File: src/rtl/reno_congestion_window_assert.svh
// Assertion macros used by the congestion window datapath.
`ifndef RENO_CONGESTION_WINDOW_ASSERT_SVH
`define RENO_CONGESTION_WINDOW_ASSERT_SVH

// Same-cycle implication, disabled while reset is asserted.
`define RCW_ASSERT_NOW(label, clk, rst_n, ante, cons, msg) \
  label: assert property (@(posedge clk) disable iff (!rst_n) (ante) |-> (cons)) \
    else $error(msg);

// Next-cycle implication, disabled while reset is asserted.
`define RCW_ASSERT_NEXT(label, clk, rst_n, ante, cons, msg) \
  label: assert property (@(posedge clk) disable iff (!rst_n) (ante) |=> (cons)) \
    else $error(msg);

`endif

File: src/rtl/rcw_pkg.sv
// Package with the shared types and constants of the Reno congestion window.
package rcw_pkg;

  localparam int FRAC_BITS  = 16;
  localparam int MAX_WINDOW = 1024;

  localparam int WIN_W     = 27;
  localparam int SEQ_W     = 32;
  localparam int DUPTHR_W  = 4;
  localparam int DUPCNT_W  = 8;
  localparam int CFG_IDX_W = 2;
  localparam int CFG_DAT_W = 32;

  localparam logic [WIN_W-1:0] ONE_Q  = WIN_W'(1) << FRAC_BITS;
  localparam logic [WIN_W-1:0] WMAX_Q = WIN_W'(MAX_WINDOW) << FRAC_BITS;

  // Reset values of the configuration registers.
  localparam logic [WIN_W-1:0]    INIT_THRESHOLD_RST = WIN_W'(16) << FRAC_BITS;
  localparam logic [SEQ_W-1:0]    START_SEQ_RST      = '0;
  localparam logic [DUPTHR_W-1:0] DUP_THRESHOLD_RST  = DUPTHR_W'(3);

  // Reciprocal division 2^(2F) / window: one quotient bit per cycle.
  localparam int DIV_STEPS = 2 * FRAC_BITS + 1;
  localparam int DIV_CNT_W = $clog2(DIV_STEPS);
  localparam int QUO_W     = FRAC_BITS + 1;

  typedef enum logic [1:0] {
    KIND_SENT    = 2'd0,
    KIND_ACK     = 2'd1,
    KIND_TIMEOUT = 2'd2
  } kind_e;

  typedef enum logic [CFG_IDX_W-1:0] {
    CFG_INIT_THRESHOLD = 2'd0,
    CFG_START_SEQ      = 2'd1,
    CFG_DUP_THRESHOLD  = 2'd2
  } cfg_idx_e;

  typedef struct packed {
    kind_e             kind;
    logic [SEQ_W-1:0]  ack_number;
    logic              checksum_ok;
  } in_item_t;

  typedef struct packed {
    logic [WIN_W-1:0] window_q16;
    logic [WIN_W-1:0] threshold_q16;
    logic             send_allowed;
    logic             retransmit_request;
    logic [SEQ_W-1:0] retransmit_seq;
    logic             recovering;
    logic [SEQ_W-1:0] window_base;
  } out_item_t;

  // Controller to datapath.
  typedef struct packed {
    logic capture;
    logic classify;
    logic div_start;
    logic update;
    logic emit;
  } ctl_cmd_t;

  // Datapath to controller.
  typedef struct packed {
    logic need_div;
    logic div_done;
    logic out_free;
  } dp_status_t;

endpackage

File: src/rtl/reno_congestion_window.sv
// Top level of the Reno congestion window block: controller, datapath and divider.
//
// This block keeps the sender-side Reno congestion window (Q16 fixed point) and a sliding
// send window. Each input item is one event: a packet sent, an acknowledgement received,
// or a retransmit timeout. Every item yields exactly one result item that carries the
// window, slow-start threshold, send permission, fast-retransmit request and window base
// after the event. Items are handled one at a time. After acceptance an item passes through
// the classify, update and emit states; an ack in congestion avoidance also passes through
// the divide state between classify and update, because the growth term 2^32 / window is
// formed by a bit-serial restoring divider that produces one quotient bit per cycle. The
// emit state waits while the output register holds a result that has not been taken. The
// result then sits in an output register, so the next item is accepted while a finished
// result still waits to be taken. Configuration writes are taken only while no item is
// in progress; writing the initial threshold also loads the threshold, and writing the
// start sequence also resets the window base and next sequence number.
module reno_congestion_window (
  input  logic                            clk_i,
  input  logic                            rst_ni,
  input  logic                            in_valid_i,
  output logic                            in_stall_o,
  input  rcw_pkg::in_item_t               in_data_i,
  output logic                            out_valid_o,
  input  logic                            out_stall_i,
  output rcw_pkg::out_item_t              out_data_o,
  input  logic                            cfg_valid_i,
  output logic                            cfg_ready_o,
  input  logic [rcw_pkg::CFG_IDX_W-1:0]   cfg_index_i,
  input  logic [rcw_pkg::CFG_DAT_W-1:0]   cfg_data_i
);
  import rcw_pkg::*;

  ctl_cmd_t   cmd;
  dp_status_t status;
  logic       cfg_we;

  // A configuration write lands when the controller reports no item in flight.
  assign cfg_we = cfg_valid_i && cfg_ready_o;

  rcw_controller u_controller (
    .clk_i       (clk_i),
    .rst_ni      (rst_ni),
    .in_valid_i  (in_valid_i),
    .in_stall_o  (in_stall_o),
    .cfg_ready_o (cfg_ready_o),
    .status_i    (status),
    .cmd_o       (cmd)
  );

  // The datapath holds all window state and the output register.
  rcw_datapath u_datapath (
    .clk_i       (clk_i),
    .rst_ni      (rst_ni),
    .cmd_i       (cmd),
    .status_o    (status),
    .in_data_i   (in_data_i),
    .cfg_we_i    (cfg_we),
    .cfg_index_i (cfg_index_i),
    .cfg_data_i  (cfg_data_i),
    .out_valid_o (out_valid_o),
    .out_stall_i (out_stall_i),
    .out_data_o  (out_data_o)
  );

endmodule

File: src/rtl/rcw_divider.sv
// Bit-serial restoring divider that forms 2^(2*FRAC_BITS) / divisor.
module rcw_divider (
  input  logic                      clk_i,
  input  logic                      rst_ni,
  input  logic                      start_i,
  input  logic [rcw_pkg::WIN_W-1:0] divisor_i,
  output logic                      done_o,
  output logic [rcw_pkg::QUO_W-1:0] quotient_o
);
  import rcw_pkg::*;

  logic                 busy_q, busy_d;
  logic                 done_q, done_d;
  logic [DIV_CNT_W-1:0] cnt_q, cnt_d;
  logic [WIN_W-1:0]     rem_q, rem_d;
  logic [QUO_W-1:0]     quo_q, quo_d;

  logic             bit_in;
  logic [WIN_W:0]   rem_sh;
  logic [WIN_W:0]   diff;
  logic             fits;

  // The dividend is a single one at bit 2F, so only the first step shifts in a one.
  assign bit_in = (cnt_q == DIV_CNT_W'(2 * FRAC_BITS));
  assign rem_sh = {rem_q, bit_in};
  assign diff   = rem_sh - {1'b0, divisor_i};
  assign fits   = (rem_sh >= {1'b0, divisor_i});

  always_comb begin
    busy_d = busy_q;
    done_d = 1'b0;
    cnt_d  = cnt_q;
    rem_d  = rem_q;
    quo_d  = quo_q;
    if (start_i) begin
      busy_d = 1'b1;
      cnt_d  = DIV_CNT_W'(DIV_STEPS - 1);
      rem_d  = '0;
      quo_d  = '0;
    end else if (busy_q) begin
      rem_d = fits ? diff[WIN_W-1:0] : rem_sh[WIN_W-1:0];
      quo_d = {quo_q[QUO_W-2:0], fits};
      cnt_d = cnt_q - DIV_CNT_W'(1);
      if (cnt_q == '0) begin
        busy_d = 1'b0;
        done_d = 1'b1;
      end
    end
  end

  always_ff @(posedge clk_i or negedge rst_ni) begin
    if (!rst_ni) begin
      busy_q <= 1'b0;
      done_q <= 1'b0;
      cnt_q  <= '0;
    end else begin
      busy_q <= busy_d;
      done_q <= done_d;
      cnt_q  <= cnt_d;
    end
  end

  always_ff @(posedge clk_i) begin
    rem_q <= rem_d;
    quo_q <= quo_d;
  end

  assign done_o     = done_q;
  assign quotient_o = quo_q;

endmodule

File: src/rtl/rcw_controller.sv
// Sequencing state machine of the congestion window block.
module rcw_controller (
  input  logic                clk_i,
  input  logic                rst_ni,
  input  logic                in_valid_i,
  output logic                in_stall_o,
  output logic                cfg_ready_o,
  input  rcw_pkg::dp_status_t status_i,
  output rcw_pkg::ctl_cmd_t   cmd_o
);
  import rcw_pkg::*;

  typedef enum logic [2:0] {
    S_IDLE,
    S_CLASSIFY,
    S_DIVIDE,
    S_UPDATE,
    S_EMIT
  } ctl_state_e;

  ctl_state_e state_q, state_d;

  always_comb begin
    state_d = state_q;
    case (state_q)
      S_IDLE:     if (in_valid_i) state_d = S_CLASSIFY;
      S_CLASSIFY: state_d = status_i.need_div ? S_DIVIDE : S_UPDATE;
      S_DIVIDE:   if (status_i.div_done) state_d = S_UPDATE;
      S_UPDATE:   state_d = S_EMIT;
      S_EMIT:     if (status_i.out_free) state_d = S_IDLE;
      default:    state_d = S_IDLE;
    endcase
  end

  always_ff @(posedge clk_i or negedge rst_ni) begin
    if (!rst_ni) begin
      state_q <= S_IDLE;
    end else begin
      state_q <= state_d;
    end
  end

  assign in_stall_o      = (state_q != S_IDLE);
  assign cfg_ready_o     = (state_q == S_IDLE);
  assign cmd_o.capture   = (state_q == S_IDLE) && in_valid_i;
  assign cmd_o.classify  = (state_q == S_CLASSIFY);
  assign cmd_o.div_start = (state_q == S_CLASSIFY) && status_i.need_div;
  assign cmd_o.update    = (state_q == S_UPDATE);
  assign cmd_o.emit      = (state_q == S_EMIT) && status_i.out_free;

endmodule

File: src/rtl/rcw_datapath.sv
// Window state, ack classification, update arithmetic and output register.
`include "reno_congestion_window_assert.svh"
module rcw_datapath (
  input  logic                        clk_i,
  input  logic                        rst_ni,
  input  rcw_pkg::ctl_cmd_t           cmd_i,
  output rcw_pkg::dp_status_t         status_o,
  input  rcw_pkg::in_item_t           in_data_i,
  input  logic                        cfg_we_i,
  input  logic [rcw_pkg::CFG_IDX_W-1:0] cfg_index_i,
  input  logic [rcw_pkg::CFG_DAT_W-1:0] cfg_data_i,
  output logic                        out_valid_o,
  input  logic                        out_stall_i,
  output rcw_pkg::out_item_t          out_data_o
);
  import rcw_pkg::*;

  function automatic logic [WIN_W-1:0] sat_add(input logic [WIN_W-1:0] a,
                                               input logic [WIN_W-1:0] b);
    logic [WIN_W:0] s;
    s = {1'b0, a} + {1'b0, b};
    return (s > {1'b0, WMAX_Q}) ? WMAX_Q : s[WIN_W-1:0];
  endfunction

  function automatic logic [WIN_W-1:0] halved(input logic [WIN_W-1:0] w);
    logic [WIN_W-1:0] h;
    h = w >> 1;
    return (h < ONE_Q) ? ONE_Q : h;
  endfunction

  function automatic logic [WIN_W-1:0] clamp_win(input logic [WIN_W-1:0] v);
    logic [WIN_W-1:0] r;
    r = v;
    if (v < ONE_Q) r = ONE_Q;
    else if (v > WMAX_Q) r = WMAX_Q;
    return r;
  endfunction

  // Window state.
  logic [WIN_W-1:0]    window_q, window_d;
  logic [WIN_W-1:0]    thr_q, thr_d;
  logic [DUPCNT_W-1:0] dup_cnt_q, dup_cnt_d;
  logic                rec_q, rec_d;
  logic [SEQ_W-1:0]    base_q, base_d;
  logic [SEQ_W-1:0]    next_q, next_d;
  logic [DUPTHR_W-1:0] dup_thr_q, dup_thr_d;
  logic                rtx_q, rtx_d;

  // Item being worked on and its classification.
  in_item_t item_q;
  logic     is_new_q, is_dup_q;

  out_item_t out_q;
  logic      out_valid_q;

  logic [SEQ_W-1:0]    ack_dist;
  logic [SEQ_W-1:0]    outstanding;
  logic                is_new_c;
  logic [WIN_W:0]      win_round;
  logic [SEQ_W-1:0]    packets;
  logic                may_send;
  logic [DUPCNT_W-1:0] cnt_inc;
  logic [WIN_W-1:0]    half_win;
  logic                div_done;
  logic [QUO_W-1:0]    quotient;

  assign ack_dist    = item_q.ack_number - base_q;
  assign outstanding = next_q - base_q;
  assign is_new_c    = (ack_dist != '0) && (ack_dist <= outstanding);

  assign win_round = {1'b0, window_q} + {1'b0, ONE_Q - WIN_W'(1)};
  assign packets   = SEQ_W'(win_round >> FRAC_BITS);
  assign may_send  = (outstanding < packets);

  assign cnt_inc  = (dup_cnt_q != {DUPCNT_W{1'b1}}) ? dup_cnt_q + DUPCNT_W'(1) : dup_cnt_q;
  assign half_win = halved(window_q);

  assign status_o.need_div = (item_q.kind == KIND_ACK) && item_q.checksum_ok && is_new_c &&
                             !rec_q && (window_q >= thr_q);
  assign status_o.div_done = div_done;
  assign status_o.out_free = !out_valid_q || !out_stall_i;

  rcw_divider u_divider (
    .clk_i      (clk_i),
    .rst_ni     (rst_ni),
    .start_i    (cmd_i.div_start),
    .divisor_i  (window_q),
    .done_o     (div_done),
    .quotient_o (quotient)
  );

  always_comb begin
    window_d  = window_q;
    thr_d     = thr_q;
    dup_cnt_d = dup_cnt_q;
    rec_d     = rec_q;
    base_d    = base_q;
    next_d    = next_q;
    dup_thr_d = dup_thr_q;
    rtx_d     = rtx_q;

    if (cfg_we_i) begin
      case (cfg_index_i)
        CFG_INIT_THRESHOLD: thr_d = clamp_win(cfg_data_i[WIN_W-1:0]);
        CFG_START_SEQ: begin
          base_d = cfg_data_i[SEQ_W-1:0];
          next_d = cfg_data_i[SEQ_W-1:0];
        end
        CFG_DUP_THRESHOLD: dup_thr_d = cfg_data_i[DUPTHR_W-1:0];
        default: ;
      endcase
    end

    if (cmd_i.update) begin
      rtx_d = 1'b0;
      case (item_q.kind)
        KIND_SENT: begin
          if (may_send) next_d = next_q + SEQ_W'(1);
        end
        KIND_ACK: begin
          if (item_q.checksum_ok) begin
            if (is_new_q) begin
              dup_cnt_d = '0;
              base_d    = item_q.ack_number;
              if (rec_q) begin
                rec_d    = 1'b0;
                window_d = thr_q;
              end else if (window_q < thr_q) begin
                window_d = sat_add(window_q, ONE_Q);
              end else begin
                window_d = sat_add(window_q, WIN_W'(quotient));
              end
            end else if (is_dup_q) begin
              dup_cnt_d = cnt_inc;
              if ((cnt_inc == DUPCNT_W'(dup_thr_q)) && !rec_q) begin
                // Fast retransmit: halve, inflate by the duplicate count, enter recovery.
                rtx_d    = (outstanding != '0);
                thr_d    = half_win;
                window_d = sat_add(half_win, WIN_W'(dup_thr_q) << FRAC_BITS);
                rec_d    = 1'b1;
              end else if ((cnt_inc > DUPCNT_W'(dup_thr_q)) && rec_q) begin
                window_d = sat_add(window_q, ONE_Q);
              end
            end
          end
        end
        KIND_TIMEOUT: begin
          thr_d     = half_win;
          window_d  = ONE_Q;
          dup_cnt_d = '0;
          rec_d     = 1'b0;
        end
        default: ;
      endcase
    end
  end

  always_ff @(posedge clk_i or negedge rst_ni) begin
    if (!rst_ni) begin
      window_q    <= ONE_Q;
      thr_q       <= clamp_win(INIT_THRESHOLD_RST);
      dup_cnt_q   <= '0;
      rec_q       <= 1'b0;
      base_q      <= START_SEQ_RST;
      next_q      <= START_SEQ_RST;
      dup_thr_q   <= DUP_THRESHOLD_RST;
      rtx_q       <= 1'b0;
      out_valid_q <= 1'b0;
    end else begin
      window_q  <= window_d;
      thr_q     <= thr_d;
      dup_cnt_q <= dup_cnt_d;
      rec_q     <= rec_d;
      base_q    <= base_d;
      next_q    <= next_d;
      dup_thr_q <= dup_thr_d;
      rtx_q     <= rtx_d;
      if (cmd_i.emit) begin
        out_valid_q <= 1'b1;
      end else if (!out_stall_i) begin
        out_valid_q <= 1'b0;
      end
    end
  end

  always_ff @(posedge clk_i) begin
    if (cmd_i.capture) begin
      item_q <= in_data_i;
    end
    if (cmd_i.classify) begin
      is_new_q <= is_new_c;
      is_dup_q <= (ack_dist == '0);
    end
    if (cmd_i.emit) begin
      out_q.window_q16         <= window_q;
      out_q.threshold_q16      <= thr_q;
      out_q.send_allowed       <= may_send;
      out_q.retransmit_request <= rtx_q;
      out_q.retransmit_seq     <= rtx_q ? base_q : '0;
      out_q.recovering         <= rec_q;
      out_q.window_base        <= base_q;
    end
  end

  assign out_valid_o = out_valid_q;
  assign out_data_o  = out_q;

  `RCW_ASSERT_NOW(a_window_range, clk_i, rst_ni, 1'b1, (window_q >= ONE_Q) && (window_q <= WMAX_Q), "window left its range")
  `RCW_ASSERT_NOW(a_thr_range, clk_i, rst_ni, 1'b1, (thr_q >= ONE_Q) && (thr_q <= WMAX_Q), "threshold left its range")
  `RCW_ASSERT_NOW(a_rtx_in_recovery, clk_i, rst_ni, out_valid_q && out_q.retransmit_request, out_q.recovering, "retransmit outside recovery")
  `RCW_ASSERT_NOW(a_quotient_bound, clk_i, rst_ni, div_done, WIN_W'(quotient) <= ONE_Q, "reciprocal above one")
  `RCW_ASSERT_NEXT(a_emit_valid, clk_i, rst_ni, cmd_i.emit, out_valid_q, "emitted item not presented")

endmodule

File: config.mk
export PLATFORM = sky130hd
export DESIGN_NAME = reno_congestion_window
export DESIGN_NICKNAME = d
export VERILOG_FILES = /design/src/rtl/rcw_pkg.sv /design/src/rtl/reno_congestion_window.sv /design/src/rtl/rcw_divider.sv /design/src/rtl/rcw_controller.sv /design/src/rtl/rcw_datapath.sv
export VERILOG_INCLUDE_DIRS = /design/src /design/src/rtl
export SDC_FILE = /design/constraint.sdc
export NUM_CORES = 1
export LEC_CHECK = 0
export ABC_CLOCK_PERIOD_IN_PS = 9700
export BUFFER_PORTS_ARGS = -buffer_cell sky130_fd_sc_hd__buf_2
export CORE_ASPECT_RATIO = 1.75
export CORE_UTILIZATION = 55
export CTS_BUF_LIST = sky130_fd_sc_hd__clkbuf_4 sky130_fd_sc_hd__clkbuf_8
export DETAILED_ROUTE_END_ITERATION = 10
export PLACE_DENSITY = 0.74
export SLEW_MARGIN = 20
export SYNTH_ARGS = -nofsm -noshare
export SYNTH_HDL_FRONTEND = slang
export SYNTH_SLANG_ARGS = --single-unit
File: constraint.sdc
create_clock -name clk_i -period 9.7 [get_ports clk_i]
set_input_delay 0.485 -clock clk_i [delete_from_list [all_inputs] [get_ports clk_i]]
set_output_delay 0.485 -clock clk_i [all_outputs]
set_load 0.02 [all_outputs]
==> reports/qor.yml, run 1 <==
ys_seq_area_share_pct: 37.9
yosys_warnings: 0
die_area_mm2: 0.0451
synth-edff-count: 158
worst_setup_path_end_kind: "flop"
nNetsFinal: 3181
slowest_delay_ns: 0.51
via_per_inst: 6.50
path_class: "reg2reg"
overflow: 0
ant_nets: 0
grt_usage_pct: 39.5
place_worst_setup_slack_ns: 4.29
yosys.area.top_type: "edfxtp_1"
cp_max_fo: 52
cp_slowest_cell: "buf_4"
layout.area.seq_mm2: 0.00924
yosys.area_share.xor_xnor_pct: 4.68
finalCritPeriodShare_pct: 57.0
crit_arrival_ns: 6.02
clockBufferDepth: 3
cap_viol_max_count: 0
synthToLayoutAreaGrowth_pct: 11.2
dp.cells: 3408
ctsHoldBuffers: 14
h-tree-depth: 2
ys_ff_latch: 346
synth.area.mux_share_pct: 3.35
period_minus_slack_ns: 5.53
cts_root_buffer: "clkbuf_8"
synth_area_mm2: 0.0243
maxSlewViolCount: 0
fillCellCount: 3752
dp_hpwl_um: 67000
relSlewSlack_pct: 24.4
power_frac_comb_pct: 65.5
via_count: 22899
async_reset_ff_share_pct: 41.6
drc: 0
critPathTopFamily: "compound AO/OA/AOI/OAI gates"
grt_pass1_vias: 23020
die_w_um: 161
cts_tree: "done"
internal-power_w: 0.00537
synth_top_family_by_area: "compound AO/OA/AOI/OAI gates"
skew_ns: 0.0395
crit_buf_inv: 3
cts_buffers: 53
synth_cell_types: 87
final_common_cell: "nor2_1"
clock_power_share_pct: 11.7
final_cells: 3523
clock-sinks: 346
p_per_area_mw_per_mm2: 408
synth-adder-area-share_pct: 10.2
synth_area_per_cell_um2: 8.89
seq_power_share_pct: 22.7
wl_um: 89400
antenna_found_initial: 2
place_congestion: 1.03
synth_ff_type: "edfxtp_1"
final_cell_mix: "nor2_1 (273), nand2_1 (261), buf_2 (196), ha_1 (191), a21oi_1 (159)"
row_count: 101
postLayoutCoreUtil_pct: 62.3
wl_per_cell_um: 25.4
synth.area.top_cells: "edfxtp_1 (19%), dfrtp_1 (14%), ha_1 (9.8%)"
synth.top_cell.area_share_pct: 19.5
multi_input_area_mm2: 0.0140
synth-simple-area-share_pct: 18.8
hold_viol: 0
power_leakage_nw: 11.4
cts_resized: 0
switching_share_pct: 51.4
timing.fmax_mhz: 181
clkTransAtPathRegs_ns: 0.07
path_cells: "inv_1 -> ha_1 -> a2111o_1 -> o21ai_1 -> and3_1 -> o21ai_1 -> a221oi_1 -> xor2_1 -> inv_1 -> ha_1 -> a21boi_0 -> o21ai_0 -> a21boi_0 -> o21a_1 -> o21ai_0 -> a21boi_0 -> o21ai_0 -> nand2_1 -> nor3b_2 -> buf_4 -> nor3b_1"
startpoint_type: "flop"
start_util_pct: 56.0
synth-compound-area-share_pct: 20.4
rsz0062_at_grt: "false"
grt_max_degree: 122
p_sw_w: 0.00567
drtIter0Drc: 1668
fp.coreArea_mm2: 0.0435
hp-class: "in2reg"
cts_setup_buffers: 0
outcome: "finished clean"
boundaryPins: 198
cp.required_ns: 10.19
fin_tns_setup_ns: 0
setup_slack_ns: 4.17
portBuffers: 197
grt_pass1_wl_um: 134000
clock_latency_ns: 0.67
fin_hold_ws_ns: 0.0217
worst_pin_slew_ns: 1.12
die_h_um: 280
first_pass_iters: 8
ir_drop_uv: 284
synth_fp_nets: 3008
setup_viol: 0
syn-instance-count: 2738
rrSetupSlack_ns: 4.17
drive_gt1_share_pct: 12.4
[routing by layer]
metal / vias up / GRT usage, % / wire [um]
li1: 10419 / - / -
met1: 11030 / 39.8 / 30500
met2: 1051 / 70.9 / 45500
met3: 399 / 5.47 / 4720
met4: 0 / 34.4 / 8740
met5: - / 0 / 0
[power by group through the flow]
stage | Combinational [W] | Clock, W | Sequential [W]
6_report | 0.00724 | 0.00130 | 0.00251
5_1_grt | 0.00790 | 0.00136 | 0.00254
4_1_cts | 0.00709 | 0.00131 | 0.00248
3_5_place_dp | 0.00703 | 0 | 0.00251
3_3_place_gp | 0.00691 | 0 | 0.00250
2_1_floorplan | 0.00496 | 0 | 0.00241
[flip-flops by register name, summed over array words and instances (netlist names), 3 cells and up]
name,count
u_datapath.item_q,35
u_datapath.dup_thr_q,4
u_datapath.base_q,32
u_datapath.out_data_o,121
u_datapath.dup_cnt_q,8
u_datapath.u_divider.cnt_q,6
u_datapath.thr_q,27
u_datapath.u_divider.quotient_o,17
u_controller.state_q,3
u_datapath.u_divider.rem_q,27
u_datapath.next_q,32
u_datapath.window_q,27
[stage by stage]
| stage | power [W] | instance area (um2) |
|---|---|---|
| after floorplan | 0.00737 | 24300 |
| after global placement | 0.00941 | 25800 |
| after detailed placement | 0.00954 | 25800 |
| after CTS | 0.0109 | 27100 |
| after global routing | 0.0118 | 27100 |
| final | 0.0110 | 27100 |
[Yosys cell counts (23+ instances only)]
cell / instances
a211oi_1: 56
a21o_1: 60
a21oi_1: 160
a221oi_1: 23
a22oi_1: 32
a31oi_1: 31
a32oi_1: 25
and2_1: 23
clkbuf_1: 101
dfrtp_1: 140
dfxtp_1: 44
edfxtp_1: 158
ha_1: 191
inv_1: 157
mux2i_1: 68
nand2_1: 261
nand2b_1: 26
nand3_1: 94
nand3b_1: 34
nand4_1: 37
nor2_1: 273
nor3_1: 59
nor4_1: 27
o211ai_1: 25
o21a_1: 29
o21ai_0: 142
o21ai_1: 23
xnor2_1: 88
xor2_1: 42
[path summary, 6_finish.rpt]
path | from | cells after the start | to
setup / recovery | u_datapath.base_q[6] | 21 | u_datapath.u_divider.done_o
hold / removal | in_data_i[25] | 1 | u_datapath.item_q[25]
setup reg to reg | u_datapath.base_q[6] | 21 | u_datapath.u_divider.done_o
hold reg to reg | u_datapath.window_q[18] | 0 | u_datapath.out_data_o[112]
max in group asynchronous | rst_ni | 3 | u_datapath.window_q[18]
min in group asynchronous | rst_ni | 2 | u_datapath.u_divider.cnt_q[2]
[area by class of cell]
type / instances / area share [%]
antenna: 2 / 0.0185
clock buffer: 78 / 3.48
clock inverter: 21 / 0.568
inverter: 162 / 2.25
multi-input combinational: 2102 / 51.8
sequential: 346 / 34.1
tap: 566 / 2.62
timing repair buffer: 246 / 5.20
[kinds of logic after synthesis]
kind of cell,count (synthesis)
adder cells (fa/ha/maj),196
buffers and inverters,290
AND/OR/NAND/NOR,952
XOR/XNOR,130
multiplexers,80
flip-flops,346
AO/OA/AOI/OAI,744
No activity file was read; power rests on OpenSTA's default activity.
==> run 2: changes to the inputs <==
- ABC_CLOCK_PERIOD_IN_PS: 9700 -> 4900
- PLACE_DENSITY: 0.74 -> 0.77
- clock period: 9.7 -> 4.9 ns (I/O delays scaled with it)
==> run 2 against run 1 <==
Global-route usage up 2.8 points. Die area unchanged. First-iteration DRC count up 21%. Count of clock-buffer cells in the layout down 5. Total power up 120%. Largest power group unchanged. Highest routed layer unchanged. Non-clock buffer count up 234. Clock skew up 0.0066 ns. Largest cell class unchanged. Design area up 9.4%. Cell count up 6.5%. Register-to-register slack worse by 4.1 ns.
==> reports/qor.yml, run 2 (synthesis results as in run 1) <==
ir_drop_uv: 548
grt_pass1_vias: 24517
dp.cells: 3574
boundaryPins: 198
hold_viol: 0
fin_hold_ws_ns: 0.0438
ant_nets: 0
cts_root_buffer: "clkbuf_8"
period_minus_slack_ns: 4.86
clock_latency_ns: 0.68
portBuffers: 197
outcome: "finished clean"
hp-class: "in2reg"
first_pass_iters: 8
postLayoutCoreUtil_pct: 68.1
start_util_pct: 56.0
layout.area.seq_mm2: 0.00924
die_area_mm2: 0.0451
placed_cell_area_mm2: 0.0272
setup_viol: 0
h-tree-depth: 2
multi_input_area_mm2: 0.0144
synthToLayoutAreaGrowth_pct: 21.7
path_class: "reg2reg"
final_common_cell: "nor2_1"
via_count: 24459
wl_um: 98700
clkTransAtPathRegs_ns: 0.07
skew_ns: 0.0462
place_congestion: 1.00
fin_area_mm2: 0.0296
cp.required_ns: 5.51
grt_pass1_wl_um: 143000
clock-sinks: 346
final_cells: 3753
die_h_um: 280
cap_viol_max_count: 0
die_w_um: 161
overflow: 0
final_cell_mix: "nor2_1 (268), nand2_1 (260), buf_4 (211), buf_2 (196), ha_1 (180)"
clockBufferDepth: 3
startpoint_type: "flop"
worst_pin_slew_ns: 1.13
fillCellCount: 3444
row_count: 101
drive_gt1_share_pct: 20.2
maxSlewViolCount: 0
rsz0062_at_grt: "true"
wl_per_cell_um: 26.3
fp.coreArea_mm2: 0.0435
dp_hpwl_um: 71800
drc: 0
drtIter0Drc: 2014
cts_tree: "done"
nNetsFinal: 3413
finalCritPeriodShare_pct: 99.2
timing.fmax_mhz: 206
largest_register_ffs: 121
via_per_inst: 6.52
crit_arrival_ns: 5.47
cts_buffers: 51
grt_usage_pct: 42.3
relSlewSlack_pct: 24.1
cp_max_fo: 6
grt_max_degree: 118
power_leakage_nw: 12.7
antenna_found_initial: 2
fin_tns_setup_ns: 0
p_per_area_mw_per_mm2: 837
worst_setup_path_end_kind: "flop"
## run 2: worst paths after layout
path	endpoint	slack, ns	cells after the start	startpoint
max	u_datapath.next_q[28]	0.04	21	u_datapath.next_q[1]
min	u_datapath.next_q[15]	0.04	3	cfg_data_i[15]
max reg2reg	u_datapath.next_q[28]	0.04	21	u_datapath.next_q[1]
min reg2reg	u_datapath.out_data_o[7]	0.47	0	u_datapath.base_q[7]
max in group asynchronous	u_datapath.base_q[24]	3.59	3	rst_ni
min in group asynchronous	u_datapath.base_q[5]	0.18	2	rst_ni
## run 2: repair_timing
action / 4_1_cts / 5_1_grt
hold buffers: 49 / 0
endpoints found under the hold margin: 114 / 0
endpoints found under the setup margin: 51 / 99
pin swaps: 1 / 42
buffers inserted: 0 / 25
gates cloned: 0 / 8
resized for setup: 3 / 106
## run 2: cell type report
class | count | area share, %
diodes | 3 | 0.0253
clock buffers | 73 | 3.05
clock inverters | 21 | 0.866
inverters | 162 | 2.05
multi-input cells | 2102 | 48.7
flip-flops and latches | 346 | 31.2
well taps | 566 | 2.39
repair buffers | 480 | 11.7
## run 2: where the power goes
| group | switching [W] | internal (W) | leakage [nW] |
|---|---|---|---|
| clock | 0.00125 | 0.00147 | 0.612 |
| sequential | 0.000839 | 0.00397 | 3.57 |
| combinational | 0.0102 | 0.00709 | 8.53 |
| total | 0.0123 | 0.0125 | 12.7 |
## run 2: metrics by stage
step | power [W] | setup slack [ns]
2_1_floorplan | 0.0146 | 0.246
3_3_place_gp | 0.0203 | -0.0818
3_5_place_dp | 0.0206 | -0.149
4_1_cts | 0.0234 | 0.00287
5_1_grt | 0.0263 | -0.115
6_report | 0.0248 | 0.0413
## run 2: worst max-delay path, stage by stage, from the launching register on
cell	delay, ns
dfrtp_2	0.43
ha_1	0.31
nor2b_1	0.15
o31a_1	0.31
buf_4	0.16
o21ai_2	0.10
nand2b_1	0.08
a21o_1	0.17
a21oi_2	0.15
xor2_1	0.24
buf_4	0.16
inv_1	0.04
ha_1	0.28
o211ai_1	0.17
nor2_1	0.06
a211o_1	0.41
or3_4	0.42
nor4_4	0.37
clkbuf_16	0.22
buf_12	0.15
or3b_1	0.36
nand3_1	0.09
## run 2: metal layers
metal  global-route usage, %  wire length [um]  vias up
met3                    7.35              6430      494
li1                        -                 -    10910
met1                    40.4             31200    11775
met4                    40.0             10700        0
met5                       0                 0        -
met2                    76.1             50500     1280
